$ cat config.mk
export PLATFORM = sky130hd
export DESIGN_NAME = life_generation_step_unit
export DESIGN_NICKNAME = d
export VERILOG_FILES = /design/src/hw/rtl/lgs_pkg.sv /design/src/hw/rtl/life_generation_step_unit.sv
export VERILOG_INCLUDE_DIRS = /design/src /design/src/hw/rtl
export SDC_FILE = /design/constraint.sdc
export NUM_CORES = 1
export LEC_CHECK = 0
export BUFFER_PORTS_ARGS = -buffer_cell sky130_fd_sc_hd__buf_2
export CAP_MARGIN = 20
export CORE_MARGIN = 10
export CORE_UTILIZATION = 35
export CTS_CLUSTER_DIAMETER = 80
export DETAILED_ROUTE_END_ITERATION = 16
export HOLD_SLACK_MARGIN = 0.03
export PLACE_DENSITY_LB_ADDON = 0.25
export SLEW_MARGIN = 20
export SYNTH_ARGS = -nofsm -noshare
export SYNTH_HDL_FRONTEND = slang
export SYNTH_SLANG_ARGS = --single-unit
$ cat constraint.sdc
create_clock -name clk -period 15 [get_ports clk]
set_clock_uncertainty 0.15 [all_clocks]
set_input_delay 1.5 -clock clk [delete_from_list [all_inputs] [get_ports clk]]
set_output_delay 1.5 -clock clk [all_outputs]
set_load 0.02 [all_outputs]
$ cat src/hw/rtl/assert_macros.svh
// ----------------------------------------------------------------------------
// Assertion macros
// Clocked assertion wrappers shared by the RTL. Defining NO_ASSERTIONS
// compiles every use down to nothing.
// ----------------------------------------------------------------------------
`ifndef ASSERT_MACROS_SVH
`define ASSERT_MACROS_SVH

`ifndef NO_ASSERTIONS
// Checks an implication at every rising clock edge outside reset.
`define ASSERT_CLK(label, prop, msg) \
  label: assert property (@(posedge clk) disable iff (rst) (prop)) else $error(msg);
// Checks a plain condition at every rising clock edge, reset included.
`define ASSERT_ALWAYS(label, cond, msg) \
  label: assert property (@(posedge clk) (cond)) else $error(msg);
`else
`define ASSERT_CLK(label, prop, msg)
`define ASSERT_ALWAYS(label, cond, msg)
`endif

`endif

$ cat src/hw/rtl/lgs_pkg.sv
// ----------------------------------------------------------------------------
// Life generation step package
// Widths, the row width mask and the B3/S23 next-generation function.
// ----------------------------------------------------------------------------
package lgs_pkg;

  localparam int RowW      = 64;
  localparam int WidthW    = 7;
  localparam int MAX_WIDTH = 64;
  localparam int HeldW     = 2;

  localparam logic [WidthW-1:0] WidthReset = WidthW'(MAX_WIDTH);

  typedef logic [RowW-1:0] row_t;

  // Mask of the valid cells: bit i is set when i is below the width, which
  // saturates at the largest supported width.
  function automatic row_t width_mask(input logic [WidthW-1:0] width);
    logic [WidthW-1:0] w;
    row_t              m;
    w = (width > WidthW'(MAX_WIDTH)) ? WidthW'(MAX_WIDTH) : width;
    for (int i = 0; i < RowW; i++) begin
      m[i] = (WidthW'(i) < w);
    end
    return m;
  endfunction

  // One generation of the middle row. Each cell sums its eight neighbours
  // independently; cells past either edge of the word count as dead.
  function automatic row_t next_gen(input row_t above, input row_t here,
                                    input row_t below);
    logic [RowW+1:0] pa;
    logic [RowW+1:0] ph;
    logic [RowW+1:0] pb;
    logic [3:0]      n;
    row_t            res;
    pa = {1'b0, above, 1'b0};
    ph = {1'b0, here, 1'b0};
    pb = {1'b0, below, 1'b0};
    for (int i = 0; i < RowW; i++) begin
      n = 4'(pa[i]) + 4'(pa[i+1]) + 4'(pa[i+2])
        + 4'(pb[i]) + 4'(pb[i+1]) + 4'(pb[i+2])
        + 4'(ph[i]) + 4'(ph[i+2]);
      res[i] = (n == 4'd3) || ((n == 4'd2) && here[i]);
    end
    return res;
  endfunction

endpackage

$ cat src/hw/rtl/life_generation_step_unit.sv
// ----------------------------------------------------------------------------
// Life generation step unit
// One generation of Conway's Life (birth on three, survival on two or three)
// over a grid streamed one row word per request, top row first.
// ----------------------------------------------------------------------------
//
//  Channel   Direction  Handshake           Payload
//  -------   ---------  ------------------  -------------------------------
//  input     in         in_valid/in_stall   row_cells, first_row, last_row
//  output    out        out_valid/out_stall next_row_cells, grid_done
//  config    in         cfg_valid/cfg_ready cfg_data (grid width)
//
//  A request with at most one result does not hold the input, so rows stream
//  at one per clock while the output does not stall. A bottom row of a grid
//  with at least two rows yields two results and holds the input while the first
//  moves, as the single output register takes one result per cycle.
//  Reset is synchronous and restores a width of 64 and an empty row store.
//  A stall on the output backs up through the job register into in_stall;
//  one request is still taken while a finished result waits to be taken.
//
module life_generation_step_unit
  import lgs_pkg::*;
(
  input  logic              clk,
  input  logic              rst,

  input  logic              in_valid,
  output logic              in_stall,
  input  logic [RowW-1:0]   row_cells,
  input  logic              first_row,
  input  logic              last_row,

  output logic              out_valid,
  input  logic              out_stall,
  output logic [RowW-1:0]   next_row_cells,
  output logic              grid_done,

  input  logic              cfg_valid,
  output logic              cfg_ready,
  input  logic [WidthW-1:0] cfg_data
);

  // Configuration register. Writes are taken in any cycle.
  logic [WidthW-1:0] grid_width;

  // Row store: the two most recent rows of the grid being streamed.
  row_t             upper_row;
  row_t             middle_row;
  logic [HeldW-1:0] rows_held;

  // Job register: the three rows around the next row to compute, and which
  // of the two possible results of the request are still owed. After the
  // first result goes out the rows shift up by one, with a dead row entering
  // at the bottom, so the flush result uses the same next-generation logic.
  row_t job_above;
  row_t job_mid;
  row_t job_below;
  logic job_need_a;
  logic job_need_b;

  row_t out_cells;
  logic out_done;
  logic out_full;

  logic             accept;
  logic             job_valid;
  logic             out_load;
  logic             job_last;
  row_t             mask;
  row_t             row_in;
  row_t             gen_row;
  logic [HeldW-1:0] held0;
  row_t             upper0;
  row_t             middle0;
  logic             has_a;
  row_t             upper_row_next;
  row_t             middle_row_next;
  logic [HeldW-1:0] rows_held_next;
  row_t             load_above;
  row_t             load_mid;
  row_t             load_below;

  assign cfg_ready = 1'b1;

  assign mask      = width_mask(grid_width);
  assign row_in    = row_cells & mask;
  assign job_valid = job_need_a | job_need_b;

  // The output register takes a result when it is empty or being emptied.
  assign out_load = job_valid && (!out_full || !out_stall);
  // The job empties this cycle when exactly one result is left and it moves.
  assign job_last = out_load && (job_need_a ^ job_need_b);
  assign in_stall = job_valid && !job_last;
  assign accept   = in_valid && !in_stall;

  assign gen_row = next_gen(job_above, job_mid, job_below) & mask;

  // Row store update and job set-up for an accepted request. A top row
  // throws away whatever an unfinished grid left behind.
  always_comb begin
    held0   = first_row ? '0 : rows_held;
    upper0  = first_row ? '0 : upper_row;
    middle0 = first_row ? '0 : middle_row;
    has_a   = (held0 != '0);

    if (has_a) begin
      load_above      = (held0 >= HeldW'(2)) ? upper0 : '0;
      load_mid        = middle0;
      load_below      = row_in;
      upper_row_next  = middle0;
      middle_row_next = row_in;
      rows_held_next  = HeldW'(2);
    end else begin
      // First row of a grid: nothing to emit unless it is also the last.
      load_above      = '0;
      load_mid        = row_in;
      load_below      = '0;
      upper_row_next  = '0;
      middle_row_next = row_in;
      rows_held_next  = HeldW'(1);
    end

    if (last_row) begin
      upper_row_next  = '0;
      middle_row_next = '0;
      rows_held_next  = '0;
    end
  end

  always_ff @(posedge clk) begin
    if (rst) begin
      grid_width <= WidthReset;
    end else if (cfg_valid && cfg_ready) begin
      grid_width <= cfg_data;
    end
  end

  always_ff @(posedge clk) begin
    if (rst) begin
      upper_row  <= '0;
      middle_row <= '0;
      rows_held  <= '0;
    end else if (accept) begin
      upper_row  <= upper_row_next;
      middle_row <= middle_row_next;
      rows_held  <= rows_held_next;
    end
  end

  always_ff @(posedge clk) begin
    if (rst) begin
      job_need_a <= 1'b0;
      job_need_b <= 1'b0;
    end else if (accept) begin
      job_need_a <= has_a;
      job_need_b <= last_row;
    end else if (out_load) begin
      if (job_need_a) begin
        job_need_a <= 1'b0;
      end else begin
        job_need_b <= 1'b0;
      end
    end
  end

  always_ff @(posedge clk) begin
    if (accept) begin
      job_above <= load_above;
      job_mid   <= load_mid;
      job_below <= load_below;
    end else if (out_load && job_need_a) begin
      job_above <= job_mid;
      job_mid   <= job_below;
      job_below <= '0;
    end
  end

  // Output register. The first of two results of a request never ends the
  // grid; the flush result always does.
  always_ff @(posedge clk) begin
    if (rst) begin
      out_full <= 1'b0;
    end else if (out_load) begin
      out_full <= 1'b1;
    end else if (!out_stall) begin
      out_full <= 1'b0;
    end
  end

  always_ff @(posedge clk) begin
    if (out_load) begin
      out_cells <= gen_row;
      out_done  <= !job_need_a;
    end
  end

  assign out_valid      = out_full;
  assign next_row_cells = out_cells;
  assign grid_done      = out_done;

`include "assert_macros.svh"

  `ASSERT_CLK(a_idle_takes_request, !job_valid |-> !in_stall,
              "request refused while no job was pending")
  `ASSERT_CLK(a_last_row_clears, (accept && last_row) |=> (rows_held == '0),
              "row store not cleared after the bottom row")
  `ASSERT_CLK(a_held_range, rows_held != 2'd3, "row count out of range")
  `ASSERT_CLK(a_width_zero, out_full |-> ((out_cells & ~mask) == '0),
              "live cell reported beyond the grid width")

endmodule
==> flow_metrics.env <==
export IMPL_status="completed"
export IMPL_via_per_inst=5.274
export IMPL_dieArea_sq_um=86060
export IMPL_place_congestion=0.8218
export IMPL_end_kind="flop"
export IMPL_synthCells=2447
export IMPL_num_nets_final=3074
export IMPL_syn_nets=2966
export IMPL_rr_startpoint="job_need_a"
export IMPL_route_detailed_drc=0
export IMPL_drv_slew=0
export IMPL_min_path_type="flop to flop"
export IMPL_num_rows=100
export IMPL_ioPinCount=146
export IMPL_synth_cell_type_count=58
export IMPL_period_needed_ps=4064
export IMPL_grt_pass1_wl_um=116600
export IMPL_cts_clk_slew_worst_paths_ps=60
export IMPL_hold_viol=0
export IMPL_cts_made_buffers=48
export IMPL_worst_pin_slew_ps=1094
export IMPL_clock_path_buffers=3
export IMPL_yosysSeqAreaShare_pct=40.22
export IMPL_cts_htree_levels=2
export IMPL_slowest_stage="buf_4"
export IMPL_vdd_drop_max_v=0.00008457
export IMPL_grt_pass1_vias=19650
export IMPL_crit_arrival_ps=4200
export IMPL_tns_ps=0
export IMPL_r2r_setup_slack_ps=11070
export IMPL_synth_top_cell_by_area="edfxtp_1"
export IMPL_crit_path_start_kind="primary input"
export IMPL_clockRootBuffer="clkbuf_16"
export IMPL_synth_edf_count=257
export IMPL_synthesis_area_sq_um=26160
export IMPL_postCtsHoldBufs=0
export IMPL_start_util_pct=35.19
export IMPL_crit_path_end="job_mid[51]"
export IMPL_antenna_left=0
export IMPL_drt_pre_antenna_iters=9
export IMPL_synth_seq_cells=397
export IMPL_avgSynthCellArea_sq_um=10.69
export IMPL_pre_cts_ws_ps=10350
export IMPL_post_drt_wl_per_cell_um=21.00
export IMPL_powerDensity_nw_per_um2=132.1
export IMPL_rr_endpoint="middle_row[43]"
export IMPL_path_depth=7
export IMPL_crit_buf_inv=3
export IMPL_grt_ovfl_total=0
export IMPL_drt_initial_drc_count=1284
export IMPL_post_cts_resized=0
export IMPL_antenna_found_initial=4
export IMPL_layout_setup_ws_ps=10940
export IMPL_grt_usage_pct=17.37
export IMPL_synth_flop_cell="edfxtp_1"
export IMPL_period_share_pct=27.09
export IMPL_max_stage_delay_ps=870
export IMPL_port_buffers=144
export IMPL_area_growth_pct=12.73
export IMPL_cap_violations=0
export IMPL_die_w_um=293.4
export IMPL_relSlewSlack_pct=27.04
export IMPL_leakage_nw=12.79
export IMPL_critPathLaunch="out_stall"
export IMPL_worstPathMaxFanout=96
export IMPL_core_area_sq_um=74320
export IMPL_cpMostUsedCell="buf_4"
export IMPL_crit_family="buffers and inverters"
export IMPL_drive_above_1_share_pct=10.29
export IMPL_cts_tree="built"
export IMPL_clkSinkCount=397
export IMPL_vias=18800
export IMPL_max_freq_ghz=0.2461
export IMPL_synthTopCellsByArea="edfxtp_1 (30%), fa_1 (19%), dfxtp_1 (11%)"
export IMPL_synth_warnings=0
export IMPL_wl_um=74880
export IMPL_synth_async_reset_ratio_pct=0
export IMPL_grt_max_degree=97
export IMPL_post_cts_buffers=0
export IMPL_clkLatencyLatePin_ps=600
export IMPL_dp_hpwl_um=53110
export IMPL_yosysTopAreaCellShare_pct=29.51
export IMPL_r2r_cells=9
export IMPL_cp_required_ps=15140
export IMPL_rsz0062_at_grt="false"
export IMPL_dieHeight_um=293.4
export IMPL_crit_type="primary input to flop"
export IMPL_crit_chain="buf_2 > a21boi_2 > o21a_4 > buf_4 > buf_4 > o211ai_1 > a21boi_0"
export IMPL_setup_violations=0
[tightest hold or removal path: cells and delay by family, from the launching register on]
family	cells	cell delay, ps
compound gates	1	50
simple gates	1	50
flops	1	320
[sequential cells by signal (all words and copies together) (netlist names)]
name            cells
job_need_b          1
job_mid            64
job_need_a          1
grid_width          7
rows_held           2
next_row_cells     64
grid_done           1
job_below          64
job_above          64
middle_row         64
out_valid           1
upper_row          64
[metrics by stage]
step           hold WS, ps  util (%)  total power, mW  cell area (sq um)  std cells
2_1_floorplan        291.8         -            2.329              26160       2447
3_3_place_gp         299.8     37.47            2.622              27850       3473
3_5_place_dp         309.7     37.47            2.709              27850       3473
4_1_cts              316.3     39.66            3.946              29470       3563
5_1_grt              338.0     39.67            4.198              29480       3564
6_report             315.2     39.67            3.895              29480       3565
[layout by cell type (no fill, tap or decap), types with 16 or more instances in the layout]
cell type  count
buf_4         26
fa_1         252
buf_2        144
clkbuf_1      17
edfxtp_1     257
a22o_1        66
o21a_1        20
nand3_1      169
inv_1        445
a21oi_1      119
o21ai_0      181
nand2_1      140
o21ai_1       19
o2111a_1      35
o211ai_1      38
a22oi_1       20
o221ai_1      16
clkbuf_16     51
ha_1         189
nor2_1        83
dfxtp_1      139
nor3_1        17
[synth_stat cells (6+ instances only)]
| master | n |
|---|---|
| mux2i_1 | 7 |
| nand3_1 | 169 |
| a22o_1 | 66 |
| ha_1 | 189 |
| o21a_1 | 21 |
| nand2_1 | 141 |
| a21oi_1 | 119 |
| o2111a_1 | 35 |
| clkbuf_1 | 60 |
| a21boi_0 | 10 |
| dfxtp_1 | 140 |
| a32o_1 | 6 |
| or2_2 | 9 |
| edfxtp_1 | 257 |
| a22oi_1 | 20 |
| a21o_1 | 11 |
| o21ai_1 | 19 |
| buf_2 | 43 |
| fa_1 | 252 |
| o211a_1 | 6 |
| nand2b_1 | 7 |
| o21ai_0 | 182 |
| or3_1 | 9 |
| and3_1 | 11 |
| inv_1 | 446 |
| o311ai_0 | 7 |
| nor2_1 | 83 |
| o221ai_1 | 16 |
| buf_1 | 7 |
| o211ai_1 | 38 |
| nor3_1 | 17 |
[report_power, final]
| group | total (mW) | switching (mW) | internal (mW) |
|---|---|---|---|
| Combinational | 1.35 | 0.802 | 0.550 |
| Clock | 1.21 | 0.491 | 0.724 |
| Sequential | 1.33 | 0.0411 | 1.29 |
| Total | 3.89 | 1.33 | 2.56 |
[worst min path at each step]
stage	start	to	slack [ps]	cells past startpoint
2_1_floorplan	middle_row[49]	middle_row[49]	290	2
3_3_place_gp	middle_row[29]	middle_row[29]	300	2
3_5_place_dp	middle_row[34]	middle_row[34]	310	2
4_1_cts	middle_row[53]	middle_row[53]	320	2
5_1_grt	middle_row[30]	middle_row[30]	340	2
6_report	middle_row[29]	middle_row[29]	320	2
[layer usage]
metal | track usage (%) | part of all wire (%) | up-vias
met2 | 27.84 | 45 | 578
met1 | 23.51 | 45 | 9460
li1 | - | - | 8641
met4 | 5.467 | 2.8 | 6
met5 | 0 | 0.055 | -
met3 | 3.200 | 7.1 | 117
[area by class of cell]
type	instances	area (sq um)
multi-input combinational	1492	13530
fill	7321	44840
sequential	397	10520
inverter	446	1675
clock buffer	74	1423
clock inverter	16	203.9
tap	969	1212
antenna	1	2.502
timing repair buffer	170	915.9
[kinds of logic after synthesis]
logic type | after synthesis | share of synthesized area [%]
AO/OA/AOI/OAI | 576 | 14.63
adder cells (fa/ha/maj) | 441 | 28.33
buffers and inverters | 558 | 8.257
flip-flops | 397 | 40.22
multiplexers | 8 | 0.3110
other | 1 | 0.01434
AND/OR/NAND/NOR | 466 | 8.238
(Power assumes the default switching activity.)
